### config.mk
export PLATFORM = sky130hd
export DESIGN_NAME = line_printer_control_decoder_top
export DESIGN_NICKNAME = d
export VERILOG_FILES = /design/src/rtl/lpcd_pkg.sv /design/src/rtl/lpcd_rem.sv /design/src/rtl/lpcd_front.sv /design/src/rtl/lpcd_fifo.sv /design/src/rtl/lpcd_back.sv /design/src/rtl/line_printer_control_decoder_top.sv
export VERILOG_INCLUDE_DIRS = /design/src /design/src/rtl
export SDC_FILE = /design/constraint.sdc
export NUM_CORES = 1
export LEC_CHECK = 0
export ABC_CLOCK_PERIOD_IN_PS = 20300
export BUFFER_PORTS_ARGS = -buffer_cell sky130_fd_sc_hd__buf_2
export CAP_MARGIN = 20
export CORE_MARGIN = 1.5
export CORE_UTILIZATION = 54
export CTS_BUF_LIST = sky130_fd_sc_hd__clkbuf_2
export DETAILED_ROUTE_END_ITERATION = 16
export MAX_ROUTING_LAYER = met4
export PLACE_DENSITY_LB_ADDON = 0.15
export SKIP_CTS_REPAIR_TIMING = 1
export SLEW_MARGIN = 20
export SYNTH_ARGS = -nofsm -noshare
export SYNTH_HDL_FRONTEND = slang
export SYNTH_HIERARCHICAL = 1
export SYNTH_SLANG_ARGS = --single-unit
### constraint.sdc
create_clock -name clk_i -period 20.3 [get_ports clk_i]
set_input_delay 0 -clock clk_i [delete_from_list [all_inputs] [get_ports clk_i]]
set_output_delay 0 -clock clk_i [all_outputs]
set_load 0.03 [all_outputs]
### src/rtl/line_printer_control_decoder_top_macros.svh
// Assertion macros shared by the files that check their own logic.
// Each macro expects clk_i and rst_ni to be visible where it is used.
`ifndef LINE_PRINTER_CONTROL_DECODER_TOP_MACROS_SVH
`define LINE_PRINTER_CONTROL_DECODER_TOP_MACROS_SVH

// The consequent must hold in the same cycle as the antecedent.
`define LPCD_ASSERT_SAME(label, ante, cons, msg) \
  label: assert property (@(posedge clk_i) disable iff (!rst_ni) \
    (ante) |-> (cons)) else $error(msg);

// The consequent must hold in the cycle after the antecedent.
`define LPCD_ASSERT_NEXT(label, ante, cons, msg) \
  label: assert property (@(posedge clk_i) disable iff (!rst_ni) \
    (ante) |=> (cons)) else $error(msg);

`endif

### src/rtl/lpcd_pkg.sv
`timescale 1ns / 1ps

package lpcd_pkg;

  localparam int TAB_STOP_DEF    = 8;
  localparam int QUEUE_DEPTH_DEF = 2;
  localparam int LINE_W          = 8;

  localparam logic [7:0] LINE_MAX_RST = 8'd80;
  localparam logic [7:0] PAGE_LEN_RST = 8'd66;

  localparam logic [6:0] CODE_TAB  = 7'h09;
  localparam logic [6:0] CODE_LF   = 7'h0A;
  localparam logic [6:0] CODE_FF   = 7'h0C;
  localparam logic [6:0] CODE_CR   = 7'h0D;
  localparam logic [6:0] PRINT_MIN = 7'd32;

  typedef enum logic [1:0] {
    CFG_LINE_MAX    = 2'd0,
    CFG_PAGE_LEN    = 2'd1,
    CFG_DIRECT_MODE = 2'd2,
    CFG_PRINT_AS_GO = 2'd3
  } cfg_idx_e;

  typedef enum logic [2:0] {
    KIND_IGNORE  = 3'd0,
    KIND_CHAR    = 3'd1,
    KIND_SPACES  = 3'd2,
    KIND_ADVANCE = 3'd3,
    KIND_RAW     = 3'd4
  } kind_e;

  typedef enum logic [2:0] {
    OP_IGNORE,
    OP_PRINT,
    OP_TAB,
    OP_CR,
    OP_LF,
    OP_FF,
    OP_RAW
  } op_e;

  typedef struct packed {
    op_e        op;
    logic [6:0] ch;
  } item_t;

  typedef struct packed {
    logic [7:0] line_max;
    logic [7:0] page_len;
    logic       direct_mode;
    logic       print_as_go;
  } cfg_t;

  typedef struct packed {
    kind_e      kind;
    logic [6:0] ch;
    logic [3:0] spaces;
    logic [8:0] lines;
    logic [1:0] pages;
    logic [7:0] column;
  } res_t;

endpackage

### src/rtl/lpcd_rem.sv
`timescale 1ns / 1ps

module lpcd_rem (
  input  logic                         clk_i,
  input  logic                         rst_ni,
  input  logic                         start_i,
  input  logic [lpcd_pkg::LINE_W-1:0]  dividend_i,
  input  logic [lpcd_pkg::LINE_W-1:0]  divisor_i,
  output logic                         busy_o,
  output logic                         done_o,
  output logic [lpcd_pkg::LINE_W-1:0]  rem_o
);
  import lpcd_pkg::*;

  localparam int CNT_W = $clog2(LINE_W);

  logic             busy_q;
  logic             done_q;
  logic [CNT_W-1:0] cnt_q;
  logic [LINE_W-1:0] dvd_q;
  logic [LINE_W-1:0] div_q;
  logic [LINE_W-1:0] rem_q;
  logic [LINE_W-1:0] rem_d;
  logic [LINE_W:0]   trial;

  // One restoring step per cycle, most significant dividend bit first.
  always_comb begin
    trial = {rem_q, dvd_q[LINE_W-1]};
    if (trial >= {1'b0, div_q}) begin
      rem_d = LINE_W'(trial - {1'b0, div_q});
    end else begin
      rem_d = trial[LINE_W-1:0];
    end
  end

  always_ff @(posedge clk_i or negedge rst_ni) begin
    if (!rst_ni) begin
      busy_q <= 1'b0;
      done_q <= 1'b0;
      cnt_q  <= '0;
    end else begin
      done_q <= 1'b0;
      if (start_i) begin
        busy_q <= 1'b1;
        cnt_q  <= '0;
      end else if (busy_q) begin
        cnt_q <= cnt_q + 1'b1;
        if (cnt_q == CNT_W'(LINE_W - 1)) begin
          busy_q <= 1'b0;
          done_q <= 1'b1;
        end
      end
    end
  end

  always_ff @(posedge clk_i) begin
    if (start_i) begin
      dvd_q <= dividend_i;
      div_q <= divisor_i;
      rem_q <= '0;
    end else if (busy_q) begin
      dvd_q <= {dvd_q[LINE_W-2:0], 1'b0};
      rem_q <= rem_d;
    end
  end

  assign busy_o = busy_q;
  assign done_o = done_q;
  assign rem_o  = rem_q;

endmodule

### src/rtl/lpcd_front.sv
`timescale 1ns / 1ps

module lpcd_front (
  input  logic            in_valid_i,
  input  logic [7:0]      char_in_i,
  input  logic            direct_mode_i,
  input  logic            full_i,
  output logic            in_stall_o,
  output logic            push_o,
  output lpcd_pkg::item_t item_o
);
  import lpcd_pkg::*;

  logic [6:0] code;

  assign code = char_in_i[6:0];

  always_comb begin
    item_o.ch = code;
    if (direct_mode_i) begin
      item_o.op = OP_RAW;
    end else begin
      case (code)
        CODE_TAB: item_o.op = OP_TAB;
        CODE_LF:  item_o.op = OP_LF;
        CODE_FF:  item_o.op = OP_FF;
        CODE_CR:  item_o.op = OP_CR;
        default: begin
          item_o.op = (code >= PRINT_MIN) ? OP_PRINT : OP_IGNORE;
        end
      endcase
    end
  end

  assign in_stall_o = full_i;
  assign push_o     = in_valid_i && !full_i;

endmodule

### src/rtl/lpcd_fifo.sv
`timescale 1ns / 1ps

module lpcd_fifo #(
  parameter int DEPTH = lpcd_pkg::QUEUE_DEPTH_DEF
) (
  input  logic            clk_i,
  input  logic            rst_ni,
  input  logic            push_i,
  input  lpcd_pkg::item_t item_i,
  input  logic            pop_i,
  output lpcd_pkg::item_t item_o,
  output logic            empty_o,
  output logic            full_o
);
  import lpcd_pkg::*;

  localparam int PTR_W = (DEPTH > 1) ? $clog2(DEPTH) : 1;
  localparam int CNT_W = $clog2(DEPTH + 1);

  item_t             mem_q [DEPTH];
  logic [PTR_W-1:0]  wr_ptr_q;
  logic [PTR_W-1:0]  rd_ptr_q;
  logic [CNT_W-1:0]  count_q;
  logic              do_push;
  logic              do_pop;

  assign empty_o = (count_q == '0);
  assign full_o  = (count_q == CNT_W'(DEPTH));
  assign do_push = push_i && !full_o;
  assign do_pop  = pop_i && !empty_o;
  assign item_o  = mem_q[rd_ptr_q];

  always_ff @(posedge clk_i or negedge rst_ni) begin
    if (!rst_ni) begin
      wr_ptr_q <= '0;
      rd_ptr_q <= '0;
      count_q  <= '0;
    end else begin
      if (do_push) begin
        wr_ptr_q <= (wr_ptr_q == PTR_W'(DEPTH - 1)) ? '0 : wr_ptr_q + 1'b1;
      end
      if (do_pop) begin
        rd_ptr_q <= (rd_ptr_q == PTR_W'(DEPTH - 1)) ? '0 : rd_ptr_q + 1'b1;
      end
      if (do_push && !do_pop) begin
        count_q <= count_q + 1'b1;
      end else if (do_pop && !do_push) begin
        count_q <= count_q - 1'b1;
      end
    end
  end

  always_ff @(posedge clk_i) begin
    if (do_push) begin
      mem_q[wr_ptr_q] <= item_i;
    end
  end

endmodule

### src/rtl/lpcd_back.sv
`timescale 1ns / 1ps

module lpcd_back #(
  parameter int TAB_STOP = lpcd_pkg::TAB_STOP_DEF
) (
  input  logic            clk_i,
  input  logic            rst_ni,
  input  lpcd_pkg::cfg_t  cfg_i,
  input  logic            reduce_start_i,
  input  lpcd_pkg::item_t item_i,
  input  logic            empty_i,
  input  logic            out_stall_i,
  output logic            pop_o,
  output logic            out_valid_o,
  output lpcd_pkg::res_t  res_o
);
  import lpcd_pkg::*;

  localparam int MW = (TAB_STOP > 1) ? $clog2(TAB_STOP) : 1;

  logic [7:0]    column_q, column_d;
  logic [MW-1:0] col_mod_q, col_mod_d;
  logic [7:0]    line_q, line_d;
  logic [7:0]    line_raw_q, line_raw_d;
  logic          out_valid_q;
  res_t          res_q, res_d;

  logic          rem_busy;
  logic          rem_done;
  logic [7:0]    rem_val;
  logic          busy;

  logic [7:0]    plen;
  logic [8:0]    plen9;
  logic          first;
  logic          has_room;
  logic [7:0]    room;
  logic [7:0]    n_full;
  logic [7:0]    n_tab;
  logic [8:0]    lines;
  logic [8:0]    total;
  logic          ge1;
  logic          ge2;
  logic [8:0]    line_rem;

  // The raw line count is kept as last set by a line advance; line_q holds it
  // folded into the current page length.
  lpcd_rem u_rem (
    .clk_i      (clk_i),
    .rst_ni     (rst_ni),
    .start_i    (reduce_start_i),
    .dividend_i (line_raw_q),
    .divisor_i  (plen),
    .busy_o     (rem_busy),
    .done_o     (rem_done),
    .rem_o      (rem_val)
  );

  assign busy  = reduce_start_i || rem_busy || rem_done;
  assign pop_o = !empty_i && !busy && (!out_valid_q || !out_stall_i);

  always_comb begin
    plen     = (cfg_i.page_len == '0) ? 8'd1 : cfg_i.page_len;
    plen9    = {1'b0, plen};
    first    = (column_q != '0);
    has_room = (column_q < cfg_i.line_max);
    room     = cfg_i.line_max - column_q;
    n_full   = 8'(TAB_STOP) - 8'(col_mod_q);
    n_tab    = (n_full > room) ? room : n_full;

    case (item_i.op)
      OP_CR:   lines = 9'd1;
      OP_LF:   lines = 9'd1 + 9'(first);
      OP_FF: begin
        if (first && (line_q == plen - 8'd1)) begin
          lines = plen9 + 9'd1;
        end else begin
          lines = plen9 - {1'b0, line_q};
        end
      end
      default: lines = '0;
    endcase

    // The line counter is kept below the page length, so at most two pages end here.
    total = {1'b0, line_q} + lines;
    ge2   = (total >= {plen, 1'b0});
    ge1   = (total >= plen9);
    if (ge2) begin
      line_rem = total - {plen, 1'b0};
    end else if (ge1) begin
      line_rem = total - plen9;
    end else begin
      line_rem = total;
    end

    column_d    = column_q;
    col_mod_d   = col_mod_q;
    line_d      = line_q;
    line_raw_d  = line_raw_q;
    res_d       = '0;
    res_d.kind  = KIND_IGNORE;

    case (item_i.op)
      OP_RAW: begin
        res_d.kind = KIND_RAW;
        res_d.ch   = item_i.ch;
      end
      OP_TAB: begin
        res_d.kind = KIND_SPACES;
        if (has_room) begin
          res_d.spaces = n_tab[3:0];
          column_d     = column_q + n_tab;
          col_mod_d    = (n_tab == n_full) ? '0 : col_mod_q + n_tab[MW-1:0];
        end
      end
      OP_CR, OP_LF, OP_FF: begin
        res_d.kind  = KIND_ADVANCE;
        res_d.lines = lines;
        res_d.pages = cfg_i.print_as_go ? {ge2, ge1 && !ge2} : 2'b00;
        line_d      = line_rem[7:0];
        line_raw_d  = line_rem[7:0];
        column_d    = '0;
        col_mod_d   = '0;
      end
      OP_PRINT: begin
        if (has_room) begin
          res_d.kind = KIND_CHAR;
          res_d.ch   = item_i.ch;
          column_d   = column_q + 8'd1;
          col_mod_d  = (col_mod_q == MW'(TAB_STOP - 1)) ? '0 : col_mod_q + 1'b1;
        end
      end
      default: begin
        res_d.kind = KIND_IGNORE;
      end
    endcase
    res_d.column = column_d;
  end

  always_ff @(posedge clk_i or negedge rst_ni) begin
    if (!rst_ni) begin
      column_q    <= '0;
      col_mod_q   <= '0;
      line_q      <= '0;
      line_raw_q  <= '0;
      out_valid_q <= 1'b0;
    end else begin
      if (rem_done) begin
        line_q <= rem_val;
      end else if (pop_o) begin
        line_q <= line_d;
      end
      if (pop_o) begin
        column_q    <= column_d;
        col_mod_q   <= col_mod_d;
        line_raw_q  <= line_raw_d;
        out_valid_q <= 1'b1;
      end else if (!out_stall_i) begin
        out_valid_q <= 1'b0;
      end
    end
  end

  always_ff @(posedge clk_i) begin
    if (pop_o) begin
      res_q <= res_d;
    end
  end

  assign out_valid_o = out_valid_q;
  assign res_o       = res_q;

endmodule

### src/rtl/line_printer_control_decoder_top.sv
// The queue and the output register decouple both sides; an accepted byte passes through both.
// Throughput: one byte per cycle while out_stall_i is low and no page length reduction runs.
// A page length write holds the back part while an 8-step remainder
// unit folds the line counter into the new page length.
// Reset is asynchronous and active low: line_max 80, page length 66, both modes off,
// column and line counters zero, queue and output register empty.
`timescale 1ns / 1ps

module line_printer_control_decoder_top #(
  parameter int TAB_STOP    = lpcd_pkg::TAB_STOP_DEF,
  parameter int QUEUE_DEPTH = lpcd_pkg::QUEUE_DEPTH_DEF
) (
  input  logic       clk_i,
  input  logic       rst_ni,
  input  logic       cfg_we_i,
  input  logic [1:0] cfg_idx_i,
  input  logic [7:0] cfg_data_i,
  input  logic       in_valid_i,
  output logic       in_stall_o,
  input  logic [7:0] char_in_i,
  output logic       out_valid_o,
  input  logic       out_stall_i,
  output logic [2:0] kind_o,
  output logic [6:0] char_out_o,
  output logic [3:0] space_count_o,
  output logic [8:0] lines_advanced_o,
  output logic [1:0] pages_completed_o,
  output logic [7:0] column_after_o
);
  import lpcd_pkg::*;

  `include "line_printer_control_decoder_top_macros.svh"

  cfg_t  cfg_q;
  logic  reduce_q;
  logic  push;
  logic  pop;
  logic  empty;
  logic  full;
  item_t front_item;
  item_t queue_item;
  res_t  res;

  always_ff @(posedge clk_i or negedge rst_ni) begin
    if (!rst_ni) begin
      cfg_q.line_max    <= LINE_MAX_RST;
      cfg_q.page_len    <= PAGE_LEN_RST;
      cfg_q.direct_mode <= 1'b0;
      cfg_q.print_as_go <= 1'b0;
      reduce_q          <= 1'b0;
    end else begin
      reduce_q <= 1'b0;
      if (cfg_we_i) begin
        case (cfg_idx_i)
          CFG_LINE_MAX:    cfg_q.line_max <= cfg_data_i;
          CFG_PAGE_LEN: begin
            cfg_q.page_len <= cfg_data_i;
            reduce_q       <= 1'b1;
          end
          CFG_DIRECT_MODE: cfg_q.direct_mode <= cfg_data_i[0];
          CFG_PRINT_AS_GO: cfg_q.print_as_go <= cfg_data_i[0];
          default: begin
            reduce_q <= 1'b0;
          end
        endcase
      end
    end
  end

  lpcd_front u_front (
    .in_valid_i    (in_valid_i),
    .char_in_i     (char_in_i),
    .direct_mode_i (cfg_q.direct_mode),
    .full_i        (full),
    .in_stall_o    (in_stall_o),
    .push_o        (push),
    .item_o        (front_item)
  );

  lpcd_fifo #(
    .DEPTH (QUEUE_DEPTH)
  ) u_fifo (
    .clk_i   (clk_i),
    .rst_ni  (rst_ni),
    .push_i  (push),
    .item_i  (front_item),
    .pop_i   (pop),
    .item_o  (queue_item),
    .empty_o (empty),
    .full_o  (full)
  );

  lpcd_back #(
    .TAB_STOP (TAB_STOP)
  ) u_back (
    .clk_i          (clk_i),
    .rst_ni         (rst_ni),
    .cfg_i          (cfg_q),
    .reduce_start_i (reduce_q),
    .item_i         (queue_item),
    .empty_i        (empty),
    .out_stall_i    (out_stall_i),
    .pop_o          (pop),
    .out_valid_o    (out_valid_o),
    .res_o          (res)
  );

  assign kind_o            = res.kind;
  assign char_out_o        = res.ch;
  assign space_count_o     = res.spaces;
  assign lines_advanced_o  = res.lines;
  assign pages_completed_o = res.pages;
  assign column_after_o    = res.column;

  `LPCD_ASSERT_SAME(a_advance_clears_column,
    out_valid_o && (kind_o == KIND_ADVANCE), column_after_o == '0,
    "line advance left characters on the line")
  `LPCD_ASSERT_SAME(a_pages_only_on_advance,
    out_valid_o && (pages_completed_o != '0),
    (kind_o == KIND_ADVANCE) && cfg_q.print_as_go,
    "page completion reported outside a line advance in print-as-go mode")
  `LPCD_ASSERT_SAME(a_raw_has_no_format,
    out_valid_o && (kind_o == KIND_RAW),
    (lines_advanced_o == '0) && (space_count_o == '0) && (pages_completed_o == '0),
    "raw beat carries formatting counts")
  `LPCD_ASSERT_NEXT(a_no_pop_while_reducing,
    reduce_q, !pop,
    "queue popped while the line counter was being reduced")

endmodule
==> results.md, run 1 <==
| Quantity | Value | Unit |
|:---|:---|:---|
| Crit path arrival time | 9.94 | ns |
| Routed WL | 21,100 | um |
| Min-delay worst type | in2reg | - |
| IO Count | 58 | - |
| Post-synth top area cell | edfxtp_1 | - |
| Share of the yosys chip area belonging to registers | 0.405 | - |
| Result of the run | completed | - |
| Maximum vdd drop | 0.0810 | mV |
| Achievable Freq | 108 | MHz |
| Critical Setup Path Class | reg2reg | - |
| Pin count of the biggest net entering global routing | 57 | - |
| Final Hold Vio Count | 0 | - |
| Slew at the pin closest to its max-slew limit | 1.05 | ns |
| Setup TNS | 0 | ns |
| 1st-iter DRT viols | 421 | - |
| Number of setup violations in the final report | 0 | - |
| Detailed-router iteration count before antenna repair | 5 | - |
| Fin Clk Skew | 0.0591 | ns |
| Number of cells in the finished layout apart from fillers | 1,211 | - |
| Number of clock buffers inserted by TritonCTS | 17 | - |
| Post-synthesis to final-layout area growth | 11.6 | % |
| Final worst-path setup slack | 11.00 | ns |
| Busiest layer in global routing | met2 | - |
| Detailed placer's ending HPWL | 14,900 | um |
| Met1 capacity usage during global routing | 0.319 | - |
| Final net count | 1,082 | - |
| Total number of yosys warnings | 6 | - |
| Main synth FF type | edfxtp_1 | - |
| Clock H-tree levels | 4 | - |
| # DRC | 0 | - |
| Core Footprint | 16,100 | um^2 |
| Share of flip-flops with an asynchronous set or reset after synthesis | 0.421 | - |
| Cell seen most often among critical-path stages | a21oi_1 | - |
| Critical path fanouts, max | 13 | - |
| Cell Count Post-Placement | 1,134 | - |
| Cells after synthesis | 893 | - |
| M3 GR Usage | 0.0419 | - |
| Max-slew headroom | 0.301 | - |
| Final Instance Area | 10,000 | um^2 |
| CTS tree | yes | - |
| Die outline area | 17,400 | um^2 |
| Share of final-layout standard cells stronger than drive strength 1 | 0.146 | - |
| Portion of the clock cycle consumed by the worst path in the final layout | 0.458 | - |
| Worst Reg2Reg Path Length in Cells | 33 | - |
| Avg Vias per Cell | 5.74 | - |
| Overflow left after global routing | 0 | - |
| Area share of the leading cell type in the synthesized netlist | 0.231 | - |
| CTS root buf | clkbuf_2 | - |
| Top cell types by occurrence after synthesis | 76 x nor2_1, 70 x ha_1, 69 x edfxtp_1 | - |
| Placer congestion estimate | 0.910 | - |
| Clock Latency Late Sink | 0.76 | ns |
| Number of nets with antenna violations after detailed routing | 0 | - |
| Tmin final | 9.30 | ns |
| Final Max Tran Viols | 0 | - |
| Crit path launch type | register | - |
| GR met2 Demand/Resource | 0.395 | - |
| Cell type of the slowest stage on the worst timing path | nor3_2 | - |
| Largest incremental delay on the critical path | 0.75 | ns |
| Vias in the first global route | 6,447 | - |
| Count of port buffers added during placement | 56 | - |
| Clock Pin Slew Worst Setup and Hold Paths | 0.23 | ns |
| Worst Path Required | 20.94 | ns |
| Synth area leaders | edfxtp_1 23%, dfrtp_1 14%, ha_1 9.8% | - |
| Via count of the routed design | 6,947 | - |
| Antenna violations before repair | 1 | - |
| Overall global routing resource usage | 0.249 | - |
| Max cap viols | 0 | - |
| Post-placement setup slack | 11.21 | ns |
| Post-Place Cell Area | 9370 | um^2 |
| Die boundary width | 132 | um |
| Netlist area before placement | 8980 | um^2 |
| Number of core rows | 46 | - |
| Reported leakage power | 4.36 | nW |
| Setup repair after global routing missed its margin | no | - |
| First-pass GRT wire length | 32,900 | um |
| Kind of end point of the critical path | register | - |
| Drt wl/cell | 17.4 | um |
| Number of synthesized register bits | 133 | - |
| Count of flip-flops with a built-in enable after synthesis | 69 | - |
| Power after layout | 1.79 | mW |
| Cell count of the worst hold path | 3 | - |
| Dominant cell by count in the synthesized netlist | nor2_1 | - |
| Worst-case clock buffer depth | 2 | - |
| Clock tree sinks | 133 | - |
| Count of distinct cell types in the synthesized netlist | 84 | - |
| Per-instance average area after synthesis | 10.1 | um^2 |
| Die outline height | 132 | um |
| Power Density | 179 | nW/um^2 |
| Starting utilization of the core area | 0.559 | - |
-- state kept, by name, indices dropped and copies added, names as in the netlist, 8 cells and up --
register,flops
cfg_q,18
u_back/column_q,8
u_back/line_q,8
u_back/line_raw_q,8
u_back/res_o,33
u_back/u_rem/div_q,8
u_back/u_rem/dvd_q,8
u_back/u_rem/rem_o,8
u_fifo/mem_q,20
-- logic make-up after synthesis --
| family | synth area share |
|---|---|
| AO/OA/AOI/OAI | 0.160 |
| flip-flops | 0.405 |
| buffers and inverters | 0.0514 |
| XOR/XNOR | 0.0575 |
| other | 0.000417 |
| adder cells (fa/ha/maj) | 0.115 |
| multiplexers | 0.0655 |
| AND/OR/NAND/NOR | 0.145 |
-- where the power goes --
group          switching (mW)  total, mW  leakage, nW  internal [mW]
combinational           0.683       1.17         2.81          0.482
sequential             0.0855      0.476         1.42          0.391
clock                   0.115      0.152        0.130         0.0375
-- routing by layer --
layer	part of all wire	wire, um
met1	0.46	9650
met2	0.48	10100
met3	0.043	908
met4	0.020	422
met5	0	0
-- worst max-delay path, delay by kind of cell, from the launching register on --
kind	cells	cell delay, ns
mux	1	0.41
xor+xnor	2	0.37
compound gates	13	3.17
simple gates	12	3.59
buf+inv	1	0.04
fa+ha+maj	4	1.04
flops	1	0.57
-- metrics by stage --
stage | utilization | hold slack, ns
3_3_place_gp | 0.583 | 0.226
4_1_cts | 0.597 | -0.668
5_1_grt | 0.624 | 0.0130
2_1_floorplan | - | -0.296
3_5_place_dp | 0.583 | 0.229
6_report | 0.624 | 0.0639
-- placed cells by master, fill, tap and decap left out, types with 13 or more instances in the layout --
cell,netlist,final
nor2_1,76,76
ha_1,70,70
edfxtp_1,69,69
inv_1,67,67
nand2_1,57,57
buf_2,3,56
dfrtp_1,52,52
a21oi_1,50,50
dlygate4sd3_1,0,44
xnor2_1,37,37
o21ai_0,31,31
mux2_2,25,25
xor2_1,22,22
clkbuf_2,0,19
a21o_1,18,18
mux2i_1,16,16
nor3_1,16,16
nor2b_1,14,14
mux2_1,13,13
-- cell type report --
class	instances	area (um^2)
Multi-Input combinational cell	655	4890
Sequential cell	133	3640
Antenna cell	1	2.50
Fill cell	1360	6040
Tap cell	216	270
Clock inverter	13	116
Clock buffer	19	95.1
Inverter	71	267
Timing Repair Buffer	103	743
-- worst paths after layout --
path / startpoint / to / slack, ns
worst max-delay path: cfg_q[5] / u_back/line_q[0] / 11.00
worst min-delay path: cfg_data_i[3] / cfg_q[13] / 0.06
worst max register to register: cfg_q[5] / u_back/line_q[0] / 11.00
worst min register to register: u_back/u_rem/rem_o[7] / u_back/u_rem/rem_o[7] / 0.51
max in group asynchronous: rst_ni / u_back/column_q[3] / 19.30
min in group asynchronous: rst_ni / u_back/line_q[2] / 0.43
(Power assumes the default switching activity.)
==> inputs of run 2 (changes only) <==
Settings changed: ABC_CLOCK_PERIOD_IN_PS 20300 to 7450.
Clock period 20.3 ns to 7.45 ns, I/O delays scaled along.
==> run 2 against run 1 <==
Effect of this change: critical path depth down 3; first-iteration DRC count unchanged; combinational power rose to 3.0 times the previous value; sequential share of layout area down 1.3 points; largest power group unchanged.
==> results.md, run 2 (same netlist as run 1, synthesis figures left out) <==
| Quantity | Value | Unit | vs previous |
|:---|:---|:---|:---|
| Result of the run | completed | - |  |
| Maximum vdd drop | 0.231 | mV | +190% |
| Cell type of the slowest stage on the worst timing path | or4_4 | - |  |
| Worst Reg2Reg Path Length in Cells | 30 | - | -9.1% |
| Max cap viols | 0 | - | unchanged |
| Power Density | 508 | nW/um^2 | +180% |
| Commonest cells after routing, fill and taps aside | 74 x nor2_1, 69 x edfxtp_1, 67 x inv_1, 65 x ha_1 | - |  |
| Die outline area | 17,400 | um^2 | unchanged |
| Family with the most delay on the worst path | simple AND/OR/NAND/NOR gates | - |  |
| Achievable Freq | 137 | MHz | +27% |
| Detailed-router iteration count before antenna repair | 5 | - | unchanged |
| Critical path fanouts, max | 7 | - | -6 |
| Reported leakage power | 4.53 | nW | +3.8% |
| Post-synthesis to final-layout area growth | 15.7 | % |  |
| Final net count | 1,096 | - | +1.3% |
| Slew at the pin closest to its max-slew limit | 1.02 | ns | -0.0339 ns |
| Via count of the routed design | 7,192 | - | +3.5% |
| Flip-flop count of the largest register, all copies and words added | 33 | - | unchanged |
| CTS tree | yes | - |  |
| Antenna violations before repair | 1 | - | unchanged |
| Worst Path Required | 8.13 | ns | -12.81 ns |
| Vias in the first global route | 6,635 | - | +2.9% |
| Die outline height | 132 | um | unchanged |
| Most common cell after layout, fill and taps aside | nor2_1 | - |  |
| Starting utilization of the core area | 0.559 | - | unchanged |
| Routed WL | 21,800 | um | +3.7% |
| Number of clock buffers inserted by TritonCTS | 17 | - | unchanged |
| Crit path arrival time | 7.99 | ns | -1.95 ns |
| Largest incremental delay on the critical path | 0.57 | ns | -0.18 ns |
| Portion of the clock cycle consumed by the worst path in the final layout | 0.980 | - | +0.522 |
| 1st-iter DRT viols | 421 | - | unchanged |
| Clock Pin Slew Worst Setup and Hold Paths | 0.22 | ns | about the same |
| Placer congestion estimate | 0.906 | - | -0.44% |
| Max-slew headroom | 0.320 | - | +0.0195 |
| Overall global routing resource usage | 0.257 | - | +0.00808 |
| Worst hold slack across all endpoints | 0.0264 | ns | -0.0374 ns |
| CP Depth | 30 | - | -9.1% |
| CTS root buf | clkbuf_2 | - |  |
| First-pass GRT wire length | 34,100 | um | +3.7% |
| Crit path launch type | register | - |  |
| IO Count | 58 | - | unchanged |
| Drt wl/cell | 17.8 | um | +2.5% |
| Die boundary width | 132 | um | unchanged |
| Number of nets with antenna violations after detailed routing | 0 | - | unchanged |
| Clock H-tree levels | 4 | - | unchanged |
| Final Hold Vio Count | 0 | - | unchanged |
| Min-delay worst type | in2reg | - |  |
| # DRC | 0 | - | unchanged |
| Final Max Tran Viols | 0 | - | unchanged |
| Kind of end point of the critical path | register | - |  |
| Number of setup violations in the final report | 0 | - | unchanged |
| Clock tree sinks | 133 | - | unchanged |
| Crit path capture | u_back/line_q[0] | - |  |
| Number of core rows | 46 | - | unchanged |
| Clock Latency Late Sink | 0.75 | ns | about the same |
| Reg-to-reg startpoint | cfg_q[8] | - |  |
| Detailed placer's ending HPWL | 15,400 | um | +3.1% |
| Pin count of the biggest net entering global routing | 57 | - | unchanged |
| Count of port buffers added during placement | 56 | - | unchanged |
| Setup repair after global routing missed its margin | yes | - |  |
| Final worst-path setup slack | 0.145 | ns | -10.85 ns |
| Share of final-layout standard cells stronger than drive strength 1 | 0.205 | - | +0.0595 |
| Critical Path Source | cfg_q[8] | - |  |
| Fin Clk Skew | 0.0312 | ns | -0.0279 ns |
| Overflow left after global routing | 0 | - | unchanged |
| Core Footprint | 16,100 | um^2 | unchanged |
| Worst-case clock buffer depth | 2 | - | unchanged |
| Count of buffer and inverter cells on the critical path | 3 | - | +2 |
| Post-placement setup slack | 0.00541 | ns | -11.20 ns |
| Share of the core filled with cells | 0.647 | - | +0.0231 |
| R2r setup slk | 0.15 | ns | -10.85 ns |
| Tmin final | 7.30 | ns | -2.00 ns |
| Avg Vias per Cell | 5.87 | - | +2.3% |
| Destination of the worst register-to-register timing path | u_back/line_q[0] | - |  |
| Critical Setup Path Class | reg2reg | - |  |
==> run 2: changes by cell type in the layout (fill, tap and decap cells not counted), moves of 3 or more <==
cell / previous run / this run
ha_4: 0 / 4
a21oi_1: 50 / 41
o21ai_0: 31 / 28
nor3_1: 16 / 13
clkinv_4: 4 / 1
a21oi_2: 1 / 9
dlygate4sd3_1: 44 / 32
buf_4: 3 / 28
ha_1: 70 / 65
==> run 2: cell type report <==
cell class,instances,area (um^2)
fillers,1291,5670
multi-input cells,655,5140
flip-flops and latches,133,3640
repair buffers,117,822
well taps,216,270
inverters,71,267
clock inverters,15,171
clock buffers,17,85.1
diodes,1,2.50
==> run 2: layer usage <==
| layer | track usage | vias to the layer above | wire length, um |
|---|---|---|---|
| met5 | - | - | 0 |
| met4 | 0.0895 | 0 | 446 |
| met3 | 0.0369 | 37 | 1030 |
| met2 | 0.408 | 215 | 10400 |
| met1 | 0.338 | 3497 | 9950 |
| li1 | - | 3443 | - |
==> run 2: worst min path at each step <==
stage                     slack (ns)          start  cells after the start                 end
final                           0.03    out_stall_i                      4  u_back/out_valid_o
after global routing          -0.006  cfg_data_i[7]                      3            cfg_q[9]
after CTS                      -0.65         rst_ni                      2     u_fifo/wr_ptr_q
after detailed placement        0.20         rst_ni                      2     u_fifo/wr_ptr_q
after global placement          0.20         rst_ni                      2     u_fifo/wr_ptr_q
after floorplan                -0.30         rst_ni                      0            cfg_q[0]
==> run 2: power by group <==
part,total [mW],internal (mW),switching (mW)
Sequential,1.29,1.06,0.225
Clock,0.473,0.164,0.309
Combinational,3.52,1.50,2.02
Total,5.28,2.73,2.55
==> run 2: tightest hold or removal path: cells and delay by family <==
kind	cells	cell delay, ns
buffers and inverters	2	0.62
and+or+nand+nor	2	0.13
==> run 2: metrics by stage <==
| step | cell area, um^2 | total power [mW] | setup TNS, ns | instances |
|---|---|---|---|---|
| after floorplan | 8990 | 3.74 | 0 | 895 |
| after global placement | 9470 | 4.45 | 0 | 1147 |
| after detailed placement | 9470 | 4.47 | 0 | 1147 |
| after CTS | 9730 | 4.97 | -0.0724 | 1179 |
| after global routing | 10400 | 5.70 | -1.16 | 1225 |
| final | 10400 | 5.28 | 0 | 1225 |
==> inputs of run 3 (changes only) <==
Settings changed: BUFFER_PORTS_ARGS -buffer_cell sky130_fd_sc_hd__buf_2 to default, DONT_BUFFER_PORTS from default to 1, GPL_ROUTABILITY_DRIVEN from default to 0.
==> run 3 against run 2 <==
Effect of this change: final area down 2.3%; worst setup slack got worse by 0.14 ns; via count shrank 1.1%; die area unchanged; sequential cell count did not move; global-route usage is 0.39 points higher; core utilization down 1.5 points; routed wire length rose by 7.0%; critical path depth grew 3; first-iteration DRC count is 25% higher; register-to-register slack lost 0.14 ns; worst hold slack better by 0.066 ns; critical path type unchanged; largest cell class unchanged.
==> results.md, run 3 (same netlist as run 1, synthesis figures left out) <==
| Quantity | Value | Unit | vs previous |
|:---|:---|:---|:---|
| Result of the run | completed | - |  |
| Overflow left after global routing | 0 | - | unchanged |
| Critical Path Source | cfg_q[5] | - |  |
| Final Hold Vio Count | 0 | - | unchanged |
| Post-synthesis to final-layout area growth | 13.0 | % |  |
| Vias in the first global route | 6,900 | - | +4.0% |
| Worst-case clock buffer depth | 2 | - | unchanged |
| Crit path arrival time | 8.11 | ns | +0.12 ns |
| Clock Pin Slew Worst Setup and Hold Paths | 0.24 | ns | +0.02 ns |
| Pin count of the biggest net entering global routing | 57 | - | unchanged |
| Fin Clk Skew | 0.0484 | ns | +0.0172 ns |
| Number of core rows | 46 | - | unchanged |
| Drt wl/cell | 19.9 | um | +11% |
| Hold Crit Start | in_valid_i | - |  |
| Setup TNS | 0 | ns | unchanged |
| Via count of the routed design | 7,112 | - | -1.1% |
| CTS root buf | clkbuf_2 | - |  |
| Setup repair after global routing missed its margin | yes | - |  |
| Tmin final | 7.44 | ns | +0.140 ns |
| First-pass GRT wire length | 34,900 | um | +2.1% |
| Min-delay worst type | in2reg | - |  |
| Critical Setup Path Class | reg2reg | - |  |
| Max cap viols | 0 | - | unchanged |
| Worst hold slack across all endpoints | 0.0923 | ns | +0.0658 ns |
| Most common cell after layout, fill and taps aside | nor2_1 | - |  |
| Critical path fanouts, max | 7 | - | unchanged |
| Largest incremental delay on the critical path | 0.56 | ns | about the same |
| # DRC | 0 | - | unchanged |
| Starting utilization of the core area | 0.559 | - | unchanged |
| Overall global routing resource usage | 0.261 | - | +0.00389 |
| Share of final-layout standard cells stronger than drive strength 1 | 0.143 | - | -0.0626 |
| Core Footprint | 16,100 | um^2 | unchanged |
| Cell type of the slowest stage on the worst timing path | or4_4 | - |  |
| CTS tree | yes | - |  |
| Post-Place Cell Area | 9180 | um^2 | -3.0% |
| Final Max Tran Viols | 0 | - | unchanged |
| Avg Vias per Cell | 6.04 | - | +2.9% |
| Number of cells in the finished layout apart from fillers | 1,177 | - | -3.9% |
| Kind of end point of the critical path | register | - |  |
| Clock tree sinks | 133 | - | unchanged |
| Number of clock buffers inserted by TritonCTS | 17 | - | unchanged |
| Die outline area | 17,400 | um^2 | unchanged |
| Clock H-tree levels | 4 | - | unchanged |
| Number of nets with antenna violations after detailed routing | 0 | - | unchanged |
| 1st-iter DRT viols | 525 | - | +25% |
| Slew at the pin closest to its max-slew limit | 1.01 | ns | -0.00535 ns |
| Number of setup violations in the final report | 0 | - | unchanged |
| IO Count | 58 | - | unchanged |
| Portion of the clock cycle consumed by the worst path in the final layout | 0.999 | - | +0.0188 |
| Final Instance Area | 10,100 | um^2 | -2.3% |
| Die boundary width | 132 | um | unchanged |
| Final net count | 1,048 | - | -4.4% |
| Count of port buffers added during placement | 0 | - | -100% |
| Crit path launch type | register | - |  |
| Detailed-router iteration count before antenna repair | 5 | - | unchanged |
| Clock Latency Late Sink | 0.77 | ns | +0.02 ns |
| Achievable Freq | 134 | MHz | -1.9% |
| Flip-flop count of the largest register, all copies and words added | 33 | - | unchanged |
| Routed WL | 23,400 | um | +7.0% |
| Max-slew headroom | 0.327 | - | +0.00672 |
| Cell Count Post-Placement | 1,090 | - | -5.0% |
| Die outline height | 132 | um | unchanged |
| Detailed placer's ending HPWL | 16,000 | um | +4.1% |
| Commonest cells after routing, fill and taps aside | 74 x nor2_1, 69 x edfxtp_1, 68 x ha_1, 67 x inv_1, 56 x nand2_1 | - |  |
| Antenna violations before repair | 1 | - | unchanged |
| Reg-to-reg startpoint | cfg_q[5] | - |  |
| Worst Path Required | 8.12 | ns | about the same |
==> run 3: area by class of cell <==
cell class	instances	area (um^2)
Multi-Input combinational cell	655	5060
Timing Repair Buffer	69	676
Inverter	71	267
Clock inverter	15	154
Tap cell	216	270
Sequential cell	133	3640
Antenna cell	1	2.50
Clock buffer	17	85.1
Fill cell	1288	5910
==> run 3: metrics by stage <==
stage          utilization  setup WS [ns]
6_report             0.632        0.00507
5_1_grt              0.632         -0.168
4_1_cts              0.587        -0.0572
3_5_place_dp         0.572         0.0359
3_3_place_gp         0.572          0.264
2_1_floorplan            -         0.0574
==> run 3: worst max-delay path, delay by kind of cell (launching register included) <==
| kind | cells | cell delay [ns] |
|---|---|---|
| compound gates | 13 | 2.27 |
| xor+xnor | 2 | 0.28 |
| fa+ha+maj | 4 | 1.22 |
| buf+inv | 2 | 0.16 |
| flops | 1 | 0.44 |
| mux | 1 | 0.34 |
| simple gates | 11 | 2.64 |
==> run 3: path summary, 6_finish.rpt <==
check	cells past startpoint	endpoint	slack (ns)
max in group asynchronous	4	cfg_q[8]	6.77
hold reg to reg	2	u_back/u_rem/rem_o[7]	0.50
min in group asynchronous	4	u_back/line_q[6]	0.35
hold / removal	4	u_fifo/wr_ptr_q	0.09
setup reg to reg	33	u_back/line_q[0]	0.005
setup / recovery	33	u_back/line_q[0]	0.005
==> run 3: metal layers <==
| metal | up-vias | wire [um] | part of all wire | global-route usage |
|---|---|---|---|---|
| li1 | 3321 | - | - | - |
| met2 | 282 | 11500 | 0.49 | 0.420 |
| met1 | 3442 | 9910 | 0.42 | 0.325 |
| met5 | - | 0 | 0 | - |
| met3 | 67 | 1250 | 0.054 | 0.0461 |
| met4 | 0 | 750 | 0.032 | 0.109 |
Power of run 3 is not shown: default switching activity piles up to over one toggle a cycle in this logic, so the estimate is an artifact.
